$ cat config.mk
export PLATFORM = sky130hd
export DESIGN_NAME = request_slot_buffer_unit
export DESIGN_NICKNAME = d
export VERILOG_FILES = /design/src/hdl/rsb_pkg.sv /design/src/hdl/rsb_controller.sv /design/src/hdl/rsb_datapath.sv /design/src/hdl/request_slot_buffer_unit.sv
export SDC_FILE = /design/constraint.sdc
export NUM_CORES = 1
export LEC_CHECK = 0
export BUFFER_PORTS_ARGS = -buffer_cell sky130_fd_sc_hd__buf_2
export CAP_MARGIN = 40
export CORE_MARGIN = 8
export CORE_UTILIZATION = 45
export DETAILED_ROUTE_END_ITERATION = 16
export GPL_ROUTABILITY_DRIVEN = 0
export GPL_TIMING_DRIVEN = 1
export PLACE_DENSITY = 0.71
export SLEW_MARGIN = 30
export SYNTH_ARGS = -nofsm -noshare
export SYNTH_HDL_FRONTEND = slang
export SYNTH_SLANG_ARGS = --single-unit
export TNS_END_PERCENT = 10
$ cat constraint.sdc
create_clock -name aclk -period 11.2 [get_ports aclk]
set_input_delay 2.24 -clock aclk [delete_from_list [all_inputs] [get_ports aclk]]
set_output_delay 2.24 -clock aclk [all_outputs]
set_load 0.05 [all_outputs]
$ cat src/hdl/rsb_pkg.sv
`default_nettype none

package rsb_pkg;

    localparam int SLOTS_DEF = 8;

    localparam int FUNC_W       = 2;
    localparam int SLOT_FIELD_W = 3;
    localparam int TIME_W       = 32;
    localparam int FLOOR_W      = 8;
    localparam int OCC_FIELD_W  = 4;

    // stream widths; the tdata widths are padded to whole bytes
    localparam int S_TDATA_W = 48;
    localparam int S_TUSER_W = FUNC_W;
    localparam int M_TDATA_W = 56;

    typedef enum logic [FUNC_W-1:0] {
        FUNC_ADD    = 2'd0,
        FUNC_REMOVE = 2'd1,
        FUNC_TAKE   = 2'd2,
        FUNC_NEWEST = 2'd3
    } func_t;

    // controller to datapath
    typedef struct packed {
        logic load_op;
        logic exec_simple;
        logic take_issue;
        logic take_done;
        logic scan_start;
        logic scan_step;
        logic scan_done;
    } rsb_cmd_t;

    // datapath to controller
    typedef struct packed {
        func_t func;
        logic  out_free;
        logic  scan_last;
    } rsb_status_t;

endpackage

`default_nettype wire

$ cat src/hdl/rsb_controller.sv
`default_nettype none

module rsb_controller (
    input  wire                  aclk,
    input  wire                  aresetn,
    input  wire                  s_tvalid,
    output logic                 s_tready,
    input  rsb_pkg::rsb_status_t status,
    output rsb_pkg::rsb_cmd_t    cmd
);
    import rsb_pkg::*;

    typedef enum logic [5:0] {
        ST_IDLE      = 6'b000001,
        ST_EXEC      = 6'b000010,
        ST_TAKE_RD   = 6'b000100,
        ST_SCAN      = 6'b001000,
        ST_SCAN_TAIL = 6'b010000,
        ST_SCAN_OUT  = 6'b100000
    } state_t;

    state_t state_reg, state_next;

    always_ff @(posedge aclk) begin
        if (!aresetn) begin
            state_reg <= ST_IDLE;
        end else begin
            state_reg <= state_next;
        end
    end

    always_comb begin
        state_next = state_reg;
        cmd        = '0;
        s_tready   = 1'b0;
        case (state_reg)
            ST_IDLE: begin
                s_tready = 1'b1;
                if (s_tvalid) begin
                    cmd.load_op = 1'b1;
                    state_next  = ST_EXEC;
                end
            end
            ST_EXEC: begin
                case (status.func)
                    FUNC_ADD, FUNC_REMOVE: begin
                        if (status.out_free) begin
                            cmd.exec_simple = 1'b1;
                            state_next      = ST_IDLE;
                        end
                    end
                    FUNC_TAKE: begin
                        cmd.take_issue = 1'b1;
                        state_next     = ST_TAKE_RD;
                    end
                    FUNC_NEWEST: begin
                        cmd.scan_start = 1'b1;
                        state_next     = ST_SCAN;
                    end
                    default: state_next = ST_IDLE;
                endcase
            end
            ST_TAKE_RD: begin
                if (status.out_free) begin
                    cmd.take_done = 1'b1;
                    state_next    = ST_IDLE;
                end
            end
            ST_SCAN: begin
                cmd.scan_step = 1'b1;
                if (status.scan_last) begin
                    state_next = ST_SCAN_TAIL;
                end
            end
            // last compare lands here
            ST_SCAN_TAIL: begin
                state_next = ST_SCAN_OUT;
            end
            ST_SCAN_OUT: begin
                if (status.out_free) begin
                    cmd.scan_done = 1'b1;
                    state_next    = ST_IDLE;
                end
            end
            default: state_next = ST_IDLE;
        endcase
    end

endmodule

`default_nettype wire

$ cat src/hdl/rsb_datapath.sv
`default_nettype none

module rsb_datapath #(
    parameter int SLOTS = rsb_pkg::SLOTS_DEF
) (
    input  wire                           aclk,
    input  wire                           aresetn,
    input  wire  [rsb_pkg::S_TDATA_W-1:0] s_tdata,
    input  wire  [rsb_pkg::S_TUSER_W-1:0] s_tuser,
    output logic                          m_tvalid,
    input  wire                           m_tready,
    output logic [rsb_pkg::M_TDATA_W-1:0] m_tdata,
    input  rsb_pkg::rsb_cmd_t             cmd,
    output rsb_pkg::rsb_status_t          status
);
    import rsb_pkg::*;

    localparam int IDX_W = (SLOTS > 1) ? $clog2(SLOTS) : 1;
    localparam int CNT_W = $clog2(SLOTS + 1);
    localparam int PAD_W = M_TDATA_W - (1 + SLOT_FIELD_W + TIME_W + FLOOR_W + OCC_FIELD_W + 2);

    // captured request
    func_t                    func_reg;
    logic [SLOT_FIELD_W-1:0]  index_reg;
    logic [TIME_W-1:0]        time_reg;
    logic [FLOOR_W-1:0]       floor_reg;

    // slot state
    logic [SLOTS-1:0]         valid_reg;
    logic [CNT_W-1:0]         occ_reg;
    logic [IDX_W-1:0]         ptr_reg;

    // slot payload memory
    logic [TIME_W-1:0]        mem_time  [SLOTS];
    logic [FLOOR_W-1:0]       mem_floor [SLOTS];
    logic [TIME_W-1:0]        rd_time_reg;
    logic [FLOOR_W-1:0]       rd_floor_reg;
    logic                     mem_we;
    logic                     mem_re;
    logic [IDX_W-1:0]         rd_addr;

    // take-next bookkeeping
    logic                     take_ok_reg;
    logic [IDX_W-1:0]         take_idx_reg;

    // newest scan
    logic [IDX_W-1:0]         scan_idx_reg;
    logic                     scan_cmp_reg;
    logic                     scan_vld_reg;
    logic [IDX_W-1:0]         scan_slot_reg;
    logic                     best_ok_reg;
    logic [IDX_W-1:0]         best_slot_reg;
    logic [TIME_W-1:0]        best_time_reg;
    logic [FLOOR_W-1:0]       best_floor_reg;

    // output register
    logic                     m_valid_reg;
    logic [M_TDATA_W-1:0]     m_data_reg;

    // combinational search results
    logic                     free_found;
    logic [IDX_W-1:0]         free_idx;
    logic                     take_found;
    logic [IDX_W-1:0]         take_idx;
    logic [IDX_W-1:0]         ptr_after;
    logic                     rem_ok;
    logic [IDX_W-1:0]         rem_idx;

    logic                     res_load;
    logic                     res_ok;
    logic [IDX_W-1:0]         res_slot;
    logic [TIME_W-1:0]        res_time;
    logic [FLOOR_W-1:0]       res_floor;
    logic [CNT_W-1:0]         res_occ;
    logic [SLOT_FIELD_W-1:0]  out_slot;
    logic [TIME_W-1:0]        out_time;
    logic [FLOOR_W-1:0]       out_floor;

    // lowest free slot
    always_comb begin
        free_found = 1'b0;
        free_idx   = '0;
        for (int i = SLOTS - 1; i >= 0; i--) begin
            if (!valid_reg[i]) begin
                free_found = 1'b1;
                free_idx   = IDX_W'(i);
            end
        end
    end

    // first occupied slot at or after the pointer, wrapping
    always_comb begin
        int                 sum;
        logic [IDX_W-1:0]   k;
        take_found = 1'b0;
        take_idx   = '0;
        for (int i = SLOTS - 1; i >= 0; i--) begin
            sum = int'(ptr_reg) + i;
            if (sum >= SLOTS) begin
                sum = sum - SLOTS;
            end
            k = IDX_W'(sum);
            if (valid_reg[k]) begin
                take_found = 1'b1;
                take_idx   = k;
            end
        end
    end

    assign ptr_after = (take_idx == IDX_W'(SLOTS - 1)) ? '0 : take_idx + 1'b1;

    assign rem_idx = IDX_W'(index_reg);
    assign rem_ok  = (int'(index_reg) < SLOTS) && valid_reg[rem_idx];

    assign status.func      = func_reg;
    assign status.out_free  = !m_valid_reg || m_tready;
    assign status.scan_last = (scan_idx_reg == IDX_W'(SLOTS - 1));

    always_ff @(posedge aclk) begin
        if (cmd.load_op) begin
            func_reg  <= func_t'(s_tuser[FUNC_W-1:0]);
            index_reg <= s_tdata[SLOT_FIELD_W-1:0];
            time_reg  <= s_tdata[SLOT_FIELD_W +: TIME_W];
            floor_reg <= s_tdata[SLOT_FIELD_W + TIME_W +: FLOOR_W];
        end
    end

    assign mem_we  = cmd.exec_simple && (func_reg == FUNC_ADD) && free_found;
    assign mem_re  = cmd.take_issue || cmd.scan_step;
    assign rd_addr = cmd.take_issue ? take_idx : scan_idx_reg;

    always_ff @(posedge aclk) begin
        if (mem_we) begin
            mem_time[free_idx]  <= time_reg;
            mem_floor[free_idx] <= floor_reg;
        end
        if (mem_re) begin
            rd_time_reg  <= mem_time[rd_addr];
            rd_floor_reg <= mem_floor[rd_addr];
        end
    end

    always_ff @(posedge aclk) begin
        if (!aresetn) begin
            valid_reg <= '0;
            occ_reg   <= '0;
            ptr_reg   <= '0;
        end else begin
            if (mem_we) begin
                valid_reg[free_idx] <= 1'b1;
                occ_reg             <= occ_reg + 1'b1;
            end else if (cmd.exec_simple && (func_reg == FUNC_REMOVE) && rem_ok) begin
                valid_reg[rem_idx] <= 1'b0;
                occ_reg            <= occ_reg - 1'b1;
            end else if (cmd.take_issue && take_found) begin
                valid_reg[take_idx] <= 1'b0;
                occ_reg             <= occ_reg - 1'b1;
                ptr_reg             <= ptr_after;
            end
        end
    end

    always_ff @(posedge aclk) begin
        if (cmd.take_issue) begin
            take_ok_reg  <= take_found;
            take_idx_reg <= take_idx;
        end
    end

    always_ff @(posedge aclk) begin
        if (!aresetn) begin
            scan_cmp_reg <= 1'b0;
            best_ok_reg  <= 1'b0;
            scan_idx_reg <= '0;
        end else begin
            scan_cmp_reg <= cmd.scan_step;
            if (cmd.scan_start) begin
                scan_idx_reg <= '0;
                best_ok_reg  <= 1'b0;
            end else begin
                if (cmd.scan_step) begin
                    scan_idx_reg <= scan_idx_reg + 1'b1;
                end
                // strict greater keeps the lowest index on ties
                if (scan_cmp_reg && scan_vld_reg
                    && (!best_ok_reg || (rd_time_reg > best_time_reg))) begin
                    best_ok_reg <= 1'b1;
                end
            end
        end
    end

    always_ff @(posedge aclk) begin
        if (cmd.scan_step) begin
            scan_vld_reg  <= valid_reg[scan_idx_reg];
            scan_slot_reg <= scan_idx_reg;
        end
        if (scan_cmp_reg && scan_vld_reg
            && (!best_ok_reg || (rd_time_reg > best_time_reg))) begin
            best_slot_reg  <= scan_slot_reg;
            best_time_reg  <= rd_time_reg;
            best_floor_reg <= rd_floor_reg;
        end
    end

    // result selection
    always_comb begin
        res_ok    = 1'b0;
        res_slot  = '0;
        res_time  = '0;
        res_floor = '0;
        res_occ   = occ_reg;
        if (cmd.exec_simple) begin
            if (func_reg == FUNC_ADD) begin
                res_ok   = free_found;
                res_slot = free_idx;
                res_occ  = free_found ? occ_reg + 1'b1 : occ_reg;
            end else begin
                res_ok   = rem_ok;
                res_slot = rem_idx;
                res_occ  = rem_ok ? occ_reg - 1'b1 : occ_reg;
            end
        end else if (cmd.take_done) begin
            res_ok    = take_ok_reg;
            res_slot  = take_idx_reg;
            res_time  = rd_time_reg;
            res_floor = rd_floor_reg;
        end else begin
            res_ok    = best_ok_reg;
            res_slot  = best_slot_reg;
            res_time  = best_time_reg;
            res_floor = best_floor_reg;
        end
    end

    assign res_load  = cmd.exec_simple || cmd.take_done || cmd.scan_done;
    assign out_slot  = res_ok ? SLOT_FIELD_W'(res_slot) : '0;
    assign out_time  = res_ok ? res_time : '0;
    assign out_floor = res_ok ? res_floor : '0;

    always_ff @(posedge aclk) begin
        if (!aresetn) begin
            m_valid_reg <= 1'b0;
        end else if (res_load) begin
            m_valid_reg <= 1'b1;
        end else if (m_tready) begin
            m_valid_reg <= 1'b0;
        end
    end

    always_ff @(posedge aclk) begin
        if (res_load) begin
            m_data_reg <= {{PAD_W{1'b0}},
                           (res_occ == '0),
                           (res_occ == CNT_W'(SLOTS)),
                           OCC_FIELD_W'(res_occ),
                           out_floor,
                           out_time,
                           out_slot,
                           res_ok};
        end
    end

    assign m_tvalid = m_valid_reg;
    assign m_tdata  = m_data_reg;

endmodule

`default_nettype wire

$ cat src/hdl/request_slot_buffer_unit.sv
`default_nettype none
// channel  | ports                      | content
// ---------+----------------------------+-----------------------------------------
// request  | s_tvalid s_tready s_tdata  | tuser: func; tdata: slot_index, req_time,
//          | s_tuser                    |   req_floor
// result   | m_tvalid m_tready m_tdata  | ok, slot_out, time_out, floor_out,
//          |                            |   occupied_count, is_full, is_empty
//
// add and remove finish in the execute state, take-next reads one slot of the
// payload memory, and find-newest reads one slot per cycle through all slots.
// one request is worked on at a time; a request is taken while a result waits.
// reset frees every slot and zeroes the round robin pointer.
// a stalled result holds the controller before the next result is written.

module request_slot_buffer_unit #(
    parameter int SLOTS = rsb_pkg::SLOTS_DEF
) (
    input  wire                           aclk,
    input  wire                           aresetn,
    input  wire                           s_tvalid,
    output logic                          s_tready,
    // [2:0] slot_index, [34:3] req_time, [42:35] req_floor
    input  wire  [rsb_pkg::S_TDATA_W-1:0] s_tdata,
    // [1:0] func
    input  wire  [rsb_pkg::S_TUSER_W-1:0] s_tuser,
    output logic                          m_tvalid,
    input  wire                           m_tready,
    // [0] ok, [3:1] slot_out, [35:4] time_out, [43:36] floor_out,
    // [47:44] occupied_count, [48] is_full, [49] is_empty
    output logic [rsb_pkg::M_TDATA_W-1:0] m_tdata
);
    import rsb_pkg::*;

    rsb_cmd_t    cmd;
    rsb_status_t status;

    rsb_controller u_ctrl (
        .aclk     (aclk),
        .aresetn  (aresetn),
        .s_tvalid (s_tvalid),
        .s_tready (s_tready),
        .status   (status),
        .cmd      (cmd)
    );

    rsb_datapath #(
        .SLOTS (SLOTS)
    ) u_dp (
        .aclk     (aclk),
        .aresetn  (aresetn),
        .s_tdata  (s_tdata),
        .s_tuser  (s_tuser),
        .m_tvalid (m_tvalid),
        .m_tready (m_tready),
        .m_tdata  (m_tdata),
        .cmd      (cmd),
        .status   (status)
    );

endmodule

`default_nettype wire

Word-level counts from Yosys, hierarchy flattened

Memories as Yosys holds them, arrays and structs flattened. A register that Yosys moved wholly into a read port is not among the register bits.
Index checks and enable logic that the tools add are counted.
Widths: inputs -> output; s select.

RAM bits: 320
Memories kept: 2
Output and inout port bits: 58
Flip-flop bits (word level): 173

Equality and inequality tests: 14
Muxes and demuxes: 107
Add/subtract/negate cells: 19
Reduce and logical (&&, ||, !) cells: 27
Magnitude comparators: 24
Bitwise logic cells: 9

Memory list:

| name           | depth | width | rd ports | clocked after Yosys merged registers in | write ports | line               | source |
|---|---|---|---|---|---|---|---|
| u_dp.mem_time  | 8     | 32    | 1        | 1                                       | 1           | rsb_datapath.sv:34 | `logic [TIME_W-1:0] mem_time [SLOTS];` |
| u_dp.mem_floor | 8     | 8     | 1        | 1                                       | 1           | rsb_datapath.sv:35 | `logic [FLOOR_W-1:0] mem_floor [SLOTS];` |

Operators by type and width:

| kind                | count |
|---|---|
| $mux 3              | 29 |
| $lt 3x4->1 const B  | 12 |
| $mux 1              | 47 |
| $gt 32x32->1        | 1 |
| $mux 32             | 1 |
| $mux 8              | 4 |
| $bmux 1 s3          | 10 |
| $pmux 6 s5          | 1 |
| $ge 4x4->1 const B  | 7 |
| $mux 4              | 7 |
| $sub 3x1->3 const B | 8 |
| $mux 6              | 3 |
| $pmux 6 s3          | 1 |
| $add 3x3->4 const B | 4 |
| $and 8x8->8         | 2 |
| $not 8->8           | 2 |
| $logic_and 1x1->1   | 10 |
| $demux 1 s3         | 3 |
| $ge 3x1->1 const B  | 3 |
| $add 3x2->4 const B | 2 |
| $or 8x8->8          | 1 |
| $reduce_or 2->1     | 4 |
| $add 3x1->3 const B | 2 |
| $eq 3x3->1 const B  | 2 |
| other kinds (24)    | 34 |

Logic depth before layout (Yosys ltp)

Gate-level depths: netlist (run 1).

Depth in word-level cells: 22
Depth in mapped cells: 17
Mapped depth without buffers: 12

Modules after synthesis

From an unflattened synthesis (run 1), not the netlist that was laid out.

Cell total of the unflattened synthesis: 1981
Area total of the unflattened synthesis: 26696.9 um^2

Modules (own cells, without submodules):

| module         | area each (um^2) | cells each | times used | sequential area each (um^2) |
|---|---|---|---|---|
| rsb_datapath   | 26284.0          | 1926       | 1          | 15615.0 |
| rsb_controller | 412.9            | 55         | 1          | 120.1 |

Worst setup path before layout (run 1)

No wires, ideal clock.

Kind: input-to-reg
Start: input m_tready
End: register u_dp.valid_reg[3]
Buffers on the path: 0
Path slack: 4.634 ns
Library setup time: 0.084 ns
Required time: 11.116 ns
Arrival time: 6.483 ns
Cell stages on the path: 7
Cells stage by stage: nand2b_1 nand3_1 nor3_1 nand3_1 nor3b_1 o221ai_1 a31oi_1

Cells in the longest elaborated chain, start to end: 8
Elaborated cells on any way between the ends: 11
Classes of those cells: mux: 5; reduce/logical: 6

RTL lines:

| item                            | line                           | source |
|---|---|---|
| start: declaration              | request_slot_buffer_unit.sv:27 | `input wire m_tready,` |
| $logic_or 1x1->1 *              | rsb_datapath.sv:116            | `assign status.out_free = !m_valid_reg \|\| m_tready;` |
| $mux 1 *                        | rsb_controller.sv:47           | `if (status.out_free) begin` |
| $mux 1 *                        | rsb_controller.sv:45           | `case (status.func)` |
| $mux 2 *                        | rsb_controller.sv:36           | `case (state_reg)` |
| $logic_and 1x1->1 (2 in series) | rsb_datapath.sv:152            | `end else if (cmd.exec_simple && (func_reg == FUNC_REMOVE) && rem_ok) begin` |
| $mux 8                          | rsb_datapath.sv:152            |  |
| $mux 8                          | rsb_datapath.sv:149            | `if (mem_we) begin` |
| end signal: indexed assignment  | rsb_datapath.sv:150            | `valid_reg[free_idx] <= 1'b1;` |
| end signal: indexed assignment  | rsb_datapath.sv:153            | `valid_reg[rem_idx] <= 1'b0;` |
| end signal: indexed assignment  | rsb_datapath.sv:156            | `valid_reg[take_idx] <= 1'b0;` |
| end: declaration                | rsb_datapath.sv:29             | `logic [SLOTS-1:0] valid_reg;` |

Mark *: on every way between the ends. The rest lies on a longest branch, timed or not.
A chain may end at the register's enable or synchronous reset.

Final worst setup path (run 1)

Start: register u_dp.ptr_reg[1]
End: register u_dp.rd_floor_reg[5] (read register of u_dp.mem_floor), data pin

Cells in the longest elaborated chain, start to end: 14
Elaborated cells on any way between the ends: 56
Classes of those cells: add/sub: 15; order compare: 8; mux: 33

RTL lines:

| item                                      | line                                    | source |
|---|---|---|
| start: declaration                        | rsb_datapath.sv:31                      | `logic [IDX_W-1:0] ptr_reg;` |
| start signal: assignment                  | rsb_datapath.sv:158                     | `ptr_reg <= ptr_after;` |
| $add 3x3->4                               | rsb_datapath.sv:98                      | `sum = int'(ptr_reg) + i;` |
| $ge 4x4->1 or $sub 3x1->3 (tied branches) | rsb_datapath.sv:99, rsb_datapath.sv:100 |  |
| $mux 3                                    | rsb_datapath.sv:99                      | `if (sum >= SLOTS) begin` |
| $bmux 1 s3                                | rsb_datapath.sv:103                     | `if (valid_reg[k]) begin` |
| $mux 1 (not written as such)              | rsb_datapath.sv:103                     |  |
| $mux 3 (7 in series)                      | rsb_datapath.sv:103                     |  |
| $mux 3 *                                  | rsb_datapath.sv:103                     |  |
| $mux 3 *                                  | rsb_datapath.sv:130                     | `assign rd_addr = cmd.take_issue ? take_idx : scan_idx_reg;` |
| end: declaration                          | rsb_datapath.sv:37                      | `logic [FLOOR_W-1:0] rd_floor_reg;` |

Mark *: on every way between the ends. The rest lies on a longest branch, timed or not. The select of a mux whose other input is x is not followed.

==> results of run 1 <==
## worst max-delay path, delay by kind of cell (launching register included)
family | cells | cell delay, ns
flip-flops | 1 | 0.84
adder cells (fa/ha/maj) | 1 | 0.56
buffers and inverters | 3 | 0.84
AO/OA/AOI/OAI | 5 | 1.20
multiplexers | 4 | 1.27
## cell type report
type	instances	area [µm²]	share of cell area, %
Clock inverter	35	426.7	1.705
Sequential cell	533	15740	62.90
Timing Repair Buffer	121	683.2	2.731
Clock buffer	58	1345	5.376
Multi-Input combinational cell	776	5806	23.21
Inverter	51	191.4	0.7652
Tap cell	664	830.8	3.321
## worst max path at each step
| stage | startpoint | endpoint | slack, ns | cells after the start |
|---|---|---|---|---|
| finish | u_dp.ptr_reg[1] | u_dp.rd_floor_reg[5] | 5.99 | 13 |
| floorplan | m_tready | u_dp.valid_reg[3] | 4.63 | 7 |
| global route | u_dp.ptr_reg[1] | u_dp.rd_time_reg[6] | 5.67 | 13 |
| global placement | u_dp.ptr_reg[1] | u_dp.rd_time_reg[6] | 6.13 | 13 |
| detailed placement | u_dp.ptr_reg[1] | u_dp.rd_time_reg[6] | 6.11 | 13 |
| CTS | u_dp.ptr_reg[1] | u_dp.rd_time_reg[6] | 6.08 | 13 |
## stage by stage
stage	util [%]	cells
2_1_floorplan	-	1444
3_3_place_gp	47.65	2144
3_5_place_dp	47.65	2144
4_1_cts	51.28	2237
5_1_grt	51.32	2238
6_report	51.32	2238
## cells in the mapped netlist, types with 20 or more instances
| cell type | instances |
|---|---|
| edfxtp_1 | 506 |
| nand2_1 | 214 |
| dfxtp_1 | 27 |
| clkbuf_1 | 42 |
| a221oi_2 | 20 |
| ha_1 | 38 |
| mux2i_1 | 124 |
| inv_1 | 47 |
| a32o_1 | 42 |
| a21oi_1 | 66 |
| nor2_1 | 40 |
| a221oi_1 | 21 |
## power breakdown
part           total (mW)  leakage [nW]  internal, mW  switching, mW
Clock                1.78         0.857          1.05          0.727
Sequential           2.26          4.74          2.22         0.0379
Combinational      0.0954          3.71        0.0284         0.0670
## per-layer routing
layer	vias up	part of all wire, %	track usage [%]
met5	-	0	0
met4	0	3.5	6.984
met3	107	6.4	2.629
met2	445	48	27.41
met1	6190	42	20.80
li1	5726	-	-
## kinds of logic (layout without fill, tap and decap cells)
kind of cell	Yosys count	count (layout)	synth area share, %
compound gates	232	232	8.417
xor+xnor	14	14	0.5551
fa+ha+maj	38	38	2.153
buf+inv	135	265	3.087
flops	533	533	71.24
mux	149	149	7.874
other cells	1	6	0.01698
simple gates	337	337	6.661
## cells in the final DEF, fill, tap and decap left out, types with 11 or more instances in the layout
master,synthesis,final
a21o_1,14,14
a21oi_1,66,64
a221oi_1,21,21
a221oi_2,20,20
a32o_1,42,40
buf_2,14,100
buf_4,11,19
clkbuf_16,0,53
clkinv_1,0,11
dfxtp_1,27,27
edfxtp_1,506,506
ha_1,38,38
inv_1,47,47
mux2i_1,124,124
mux4_2,16,16
nand2_1,214,213
nor2_1,40,36
nor3_1,12,12
o21ai_0,12,12
==> flow_summary.yaml, run 1 <==
drt:
  post_drt_via_cell_ratio: 5.571
  drc: 0
  drt-pass1-iter-count: 5
  ant_nets: 0
  vias: 12470
  routed_wl_um: 46810
  first_iter_violations: 1028
  wl_per_cell_um: 20.92
synthesis:
  ys_warn_count: 0
  netlist_instances: 1439
  synth_cell_type_count: 67
  async_flop_share_pct: 0
  syn_area_per_cell_um2: 15.35
  seq_area_frac_synth_pct: 71.24
  syn_area_um2: 22090
  synth_top_area_share_pct: 68.79
  yosys-top-cells-area: "edfxtp_1 69%, mux2i_1 5.6%, nand2_1 3.6%"
  yosysTopAreaCell: "edfxtp_1"
  synth_edf_count: 506
  ys.flop_type: "edfxtp_1"
  synth_seq_cells: 533
sta:
  hold_ws_ns: 0.4195
  min_period_over_period_pct: 46.49
  rsz0062_at_grt: "no"
  tns_ns: 0
  post-route-min-period_ns: 5.207
  setup_slack_ns: 5.993
  max_freq_mhz: 192.0
  relSlewSlack_pct: 40.76
  report.final.slew_viol_count: 0
  finalHoldViolCount: 0
  setup_viol: 0
  skew_ns: 0.01894
  worst_pin_slew_ns: 0.8805
clock_tree:
  ctsHoldBuffers: 0
  clkTransAtPathRegs_ns: 0.06
  clock-sinks: 533
  cts_setup_buffers: 0
  cts_htree_levels: 2
  cts.path.max_buffers: 3
  insertion_delay_ns: 0.59
  cts_tree: "yes"
  cts_resized: 0
  numCtsBuffers: 51
  cts_root_buf: "clkbuf_16"
placement:
  placed_area_um2: 23230
  dp_slack_ns: 6.107
  dp_hpwl_um: 26730
  port_buffers: 100
critical_path:
  rr_startpoint: "u_dp.ptr_reg[1]"
  path_cells: "inv_1 > ha_1 > mux4_2 > mux2i_4 > o211ai_1 > a311oi_1 > a211o_2 > inv_2 > mux2i_4 > buf_12 > mux2i_1 > a32o_1 > a221oi_1"
  rrSetupSlack_ns: 5.99
  cp.arrival_ns: 5.58
  end_kind: "flop"
  crit_fanout: 116
  reg2regPathDepth: 13
  cpPeakStageDelay_ns: 0.84
  crit_path_frequent_cell: "mux2i_4"
  cpMaxStageDelayCell: "dfxtp_1"
  worst_ep_required_time_ns: 11.58
  regToRegEndpoint: "u_dp.rd_floor_reg[5]"
  critPathKind: "reg2reg"
  cp-start-kind: "flop"
die:
  die_y_um: 237.6
  initial_utilization_pct: 45.31
  fp.dieW_um: 237.6
  die_area_um2: 56430
  fp.coreArea_um2: 48750
  rows: 81
  io_pins: 112
power:
  p_total_mw: 4.134
  vdd_drop_max_mv: 0.1083
  power.density_nw_per_um2: 165.3
  p_leak_nw: 9.303
global_route:
  grt_pass1_vias: 12340
  gr-usage-all-layers_pct: 16.28
  gr-total-overflow: 0
  grt_pass1_wl_um: 71320
  grt_max_degree: 117
  antenna_found_initial: 0
hold_path:
  hold-path-endpoint: "u_dp.best_slot_reg[0]"
  worstHoldStart: "u_dp.scan_slot_reg[0]"
  hold_depth: 0
  holdCritPathClass: "reg2reg"
final_layout:
  post-route-cell-area_um2: 25020
  fin_nets: 1626
  regMostFlops: "u_dp.mem_time"
  area_growth_syn_to_layout_pct: 13.26
  largest_register_ffs: 256
  nFillCells: 3898
  drive_above_1_share_pct: 17.22
  antennaDiodeCount: 0
run:
  cap_violations: 0
status:
  status: "completed"
(Power assumes the default switching activity.)
==> run 2: changes to the inputs <==
--- a/config.mk
+++ b/config.mk
@@ -12,7 +12,7 @@
 export DETAILED_ROUTE_END_ITERATION = 16
 export GPL_ROUTABILITY_DRIVEN = 0
 export GPL_TIMING_DRIVEN = 1
-export PLACE_DENSITY = 0.71
+export PLACE_DENSITY = 0.73
 export SLEW_MARGIN = 30
 export SYNTH_ARGS = -nofsm -noshare
 export SYNTH_HDL_FRONTEND = slang
==> constraint.sdc (replaced) <==
create_clock -name aclk -period 4.5 [get_ports aclk]
set_input_delay 0.9 -clock aclk [delete_from_list [all_inputs] [get_ports aclk]]
set_output_delay 0.9 -clock aclk [all_outputs]
set_load 0.05 [all_outputs]
==> run 2 against run 1 <==
Clock-buffer cell count increased by 1. Power up 150%. Sequential cell count unchanged. Global-route usage grew 0.60 points. Fmax rose by 22%. Die area is the same.
==> flow_summary.yaml, run 2 (synthesis results as in run 1) <==
global_route:
  gr-total-overflow: 0
  grt_pass1_vias: 12620
  antenna_found_initial: 0
  gr-usage-all-layers_pct: 16.88
  grt_pass1_wl_um: 73740
  grt_max_degree: 69
sta:
  skew_ns: 0.02750
  tns_ns: 0
  relSlewSlack_pct: 49.55
  post-route-min-period_ns: 4.266
  setup_viol: 0
  setup_slack_ns: 0.2338
  rsz0062_at_grt: "no"
  max_freq_mhz: 234.4
  worst_pin_slew_ns: 0.7567
  min_period_over_period_pct: 94.80
  finalHoldViolCount: 0
  report.final.slew_viol_count: 0
power:
  p_comb_share_pct: 2.3
  p_clk_share_pct: 43.1
  pwr-share-seq_pct: 54.6
  p_int_mw: 8.174
  p_sw_mw: 2.131
  p_leak_nw: 9.460
  vdd_drop_max_mv: 0.2690
  power.density_nw_per_um2: 407.6
  swShare_pct: 20.68
drt:
  drc: 0
  drt-pass1-iter-count: 7
  vias: 12550
  ant_nets: 0
  routed_wl_um: 48540
  first_iter_violations: 1006
  post_drt_via_cell_ratio: 5.537
  wl_per_cell_um: 21.41
critical_path:
  rr_startpoint: "u_dp.ptr_reg[1]"
  crit_path_frequent_cell: "mux2i_4"
  cp-start-kind: "flop"
  cpPeakStageDelay_ns: 0.62
  crit_fanout: 22
  worst_ep_required_time_ns: 4.86
  reg2regPathDepth: 13
  rrSetupSlack_ns: 0.23
  critPathKind: "reg2reg"
  regToRegEndpoint: "u_dp.rd_time_reg[7]"
  path_cells: "inv_1 > ha_2 > mux4_2 > mux2i_4 > nand2_1 > a311o_1 > a211o_2 > inv_2 > mux2i_4 > buf_12 > buf_4 > mux2i_1 > a221oi_1"
  cp.arrival_ns: 4.62
  cpMaxStageDelayCell: "mux4_2"
  end_kind: "flop"
final_layout:
  fin_nets: 1653
  final_cell_count_no_fill: 2267
  nFillCells: 3885
  regMostFlops: "u_dp.mem_time"
  largest_register_ffs: 256
  antennaDiodeCount: 0
  final_common_cell: "edfxtp_1"
  final_cell_mix: "506 x edfxtp_1, 213 x nand2_1, 124 x mux2i_1, 100 x buf_2, 64 x a21oi_1"
  post-route-cell-area_um2: 25280
  area_growth_syn_to_layout_pct: 14.45
  drive_above_1_share_pct: 18.65
clock_tree:
  numCtsBuffers: 52
  ctsHoldBuffers: 0
  cts_tree: "yes"
  clkTransAtPathRegs_ns: 0.06
  insertion_delay_ns: 0.61
  cts.path.max_buffers: 3
  clock-sinks: 533
  cts_root_buf: "clkbuf_16"
  cts_htree_levels: 2
run:
  cap_violations: 0
die:
  io_pins: 112
  die_y_um: 237.6
  die_area_um2: 56430
  rows: 81
  initial_utilization_pct: 45.31
  fp.dieW_um: 237.6
  fp.coreArea_um2: 48750
status:
  status: "completed"
placement:
  dp_slack_ns: 0.2050
  place_inst: 2169
  port_buffers: 100
  placed_area_um2: 23470
  dp_hpwl_um: 29610
hold_path:
  worstHoldStart: "u_dp.scan_slot_reg[0]"
  hold-path-endpoint: "u_dp.best_slot_reg[0]"
  holdCritPathClass: "reg2reg"
  hold_depth: 0
==> run 2: layout make-up <==
class	count	area (µm²)	share of cell area (%)
clock buffer	59	1349	5.335
clock inverter	37	419.2	1.658
inverter	51	191.4	0.7572
multi-input combinational	776	5802	22.95
sequential	533	15740	62.24
tap	664	830.8	3.286
timing repair buffer	147	953.4	3.771
==> run 2: power groups by stage <==
stage	combinational [mW]	sequential, mW	clock [mW]
after detailed placement	0.233	5.73	0
after global routing	0.257	5.63	4.70
after floorplan	0.117	5.73	0
final	0.238	5.62	4.45
after CTS	0.234	5.62	4.52
after global placement	0.228	5.72	0
==> run 2: routing by layer <==
layer	GRT usage, %	routed length, µm
met5	0	0
met2	28.47	23720
met4	6.909	1604
met1	21.90	20150
met3	2.328	3065
==> run 2: worst max-delay path by stage <==
stage	slack, ns	cells after the start	from	to
finish	0.23	13	u_dp.ptr_reg[1]	u_dp.rd_time_reg[7]
global placement	0.33	12	u_dp.ptr_reg[1]	u_dp.rd_time_reg[7]
floorplan	0.21	8	m_tready	u_dp.valid_reg[6]
CTS	0.18	12	u_dp.ptr_reg[0]	u_dp.rd_time_reg[7]
detailed placement	0.20	12	u_dp.ptr_reg[0]	u_dp.rd_time_reg[7]
global route	0.02	13	u_dp.ptr_reg[1]	u_dp.rd_time_reg[7]
==> run 2: stage by stage <==
step                      total power, mW  utilization [%]  hold slack, ns
after floorplan                     5.845                -          0.4003
after global placement              5.945            48.09          0.4015
after detailed placement            5.958            48.15          0.4056
after CTS                           10.37            51.77          0.4206
after global routing                10.59            51.86          0.4249
final                               10.30            51.86          0.4197
==> run 2: worst max-delay path: cells and delay by family, from the launching register on <==
kind / cells / cell delay [ns]
flops: 1 / 0.33
compound gates: 3 / 1.18
mux: 4 / 1.18
simple gates: 1 / 0.08
fa+ha+maj: 1 / 0.46
buf+inv: 4 / 0.79
==> run 2: what timing repair did <==
| action | CTS | global route |
|---|---|---|
| setup endpoints to repair | 0 | 6 |
| resized for setup | 0 | 2 |
| buffers inserted | 0 | 0 |
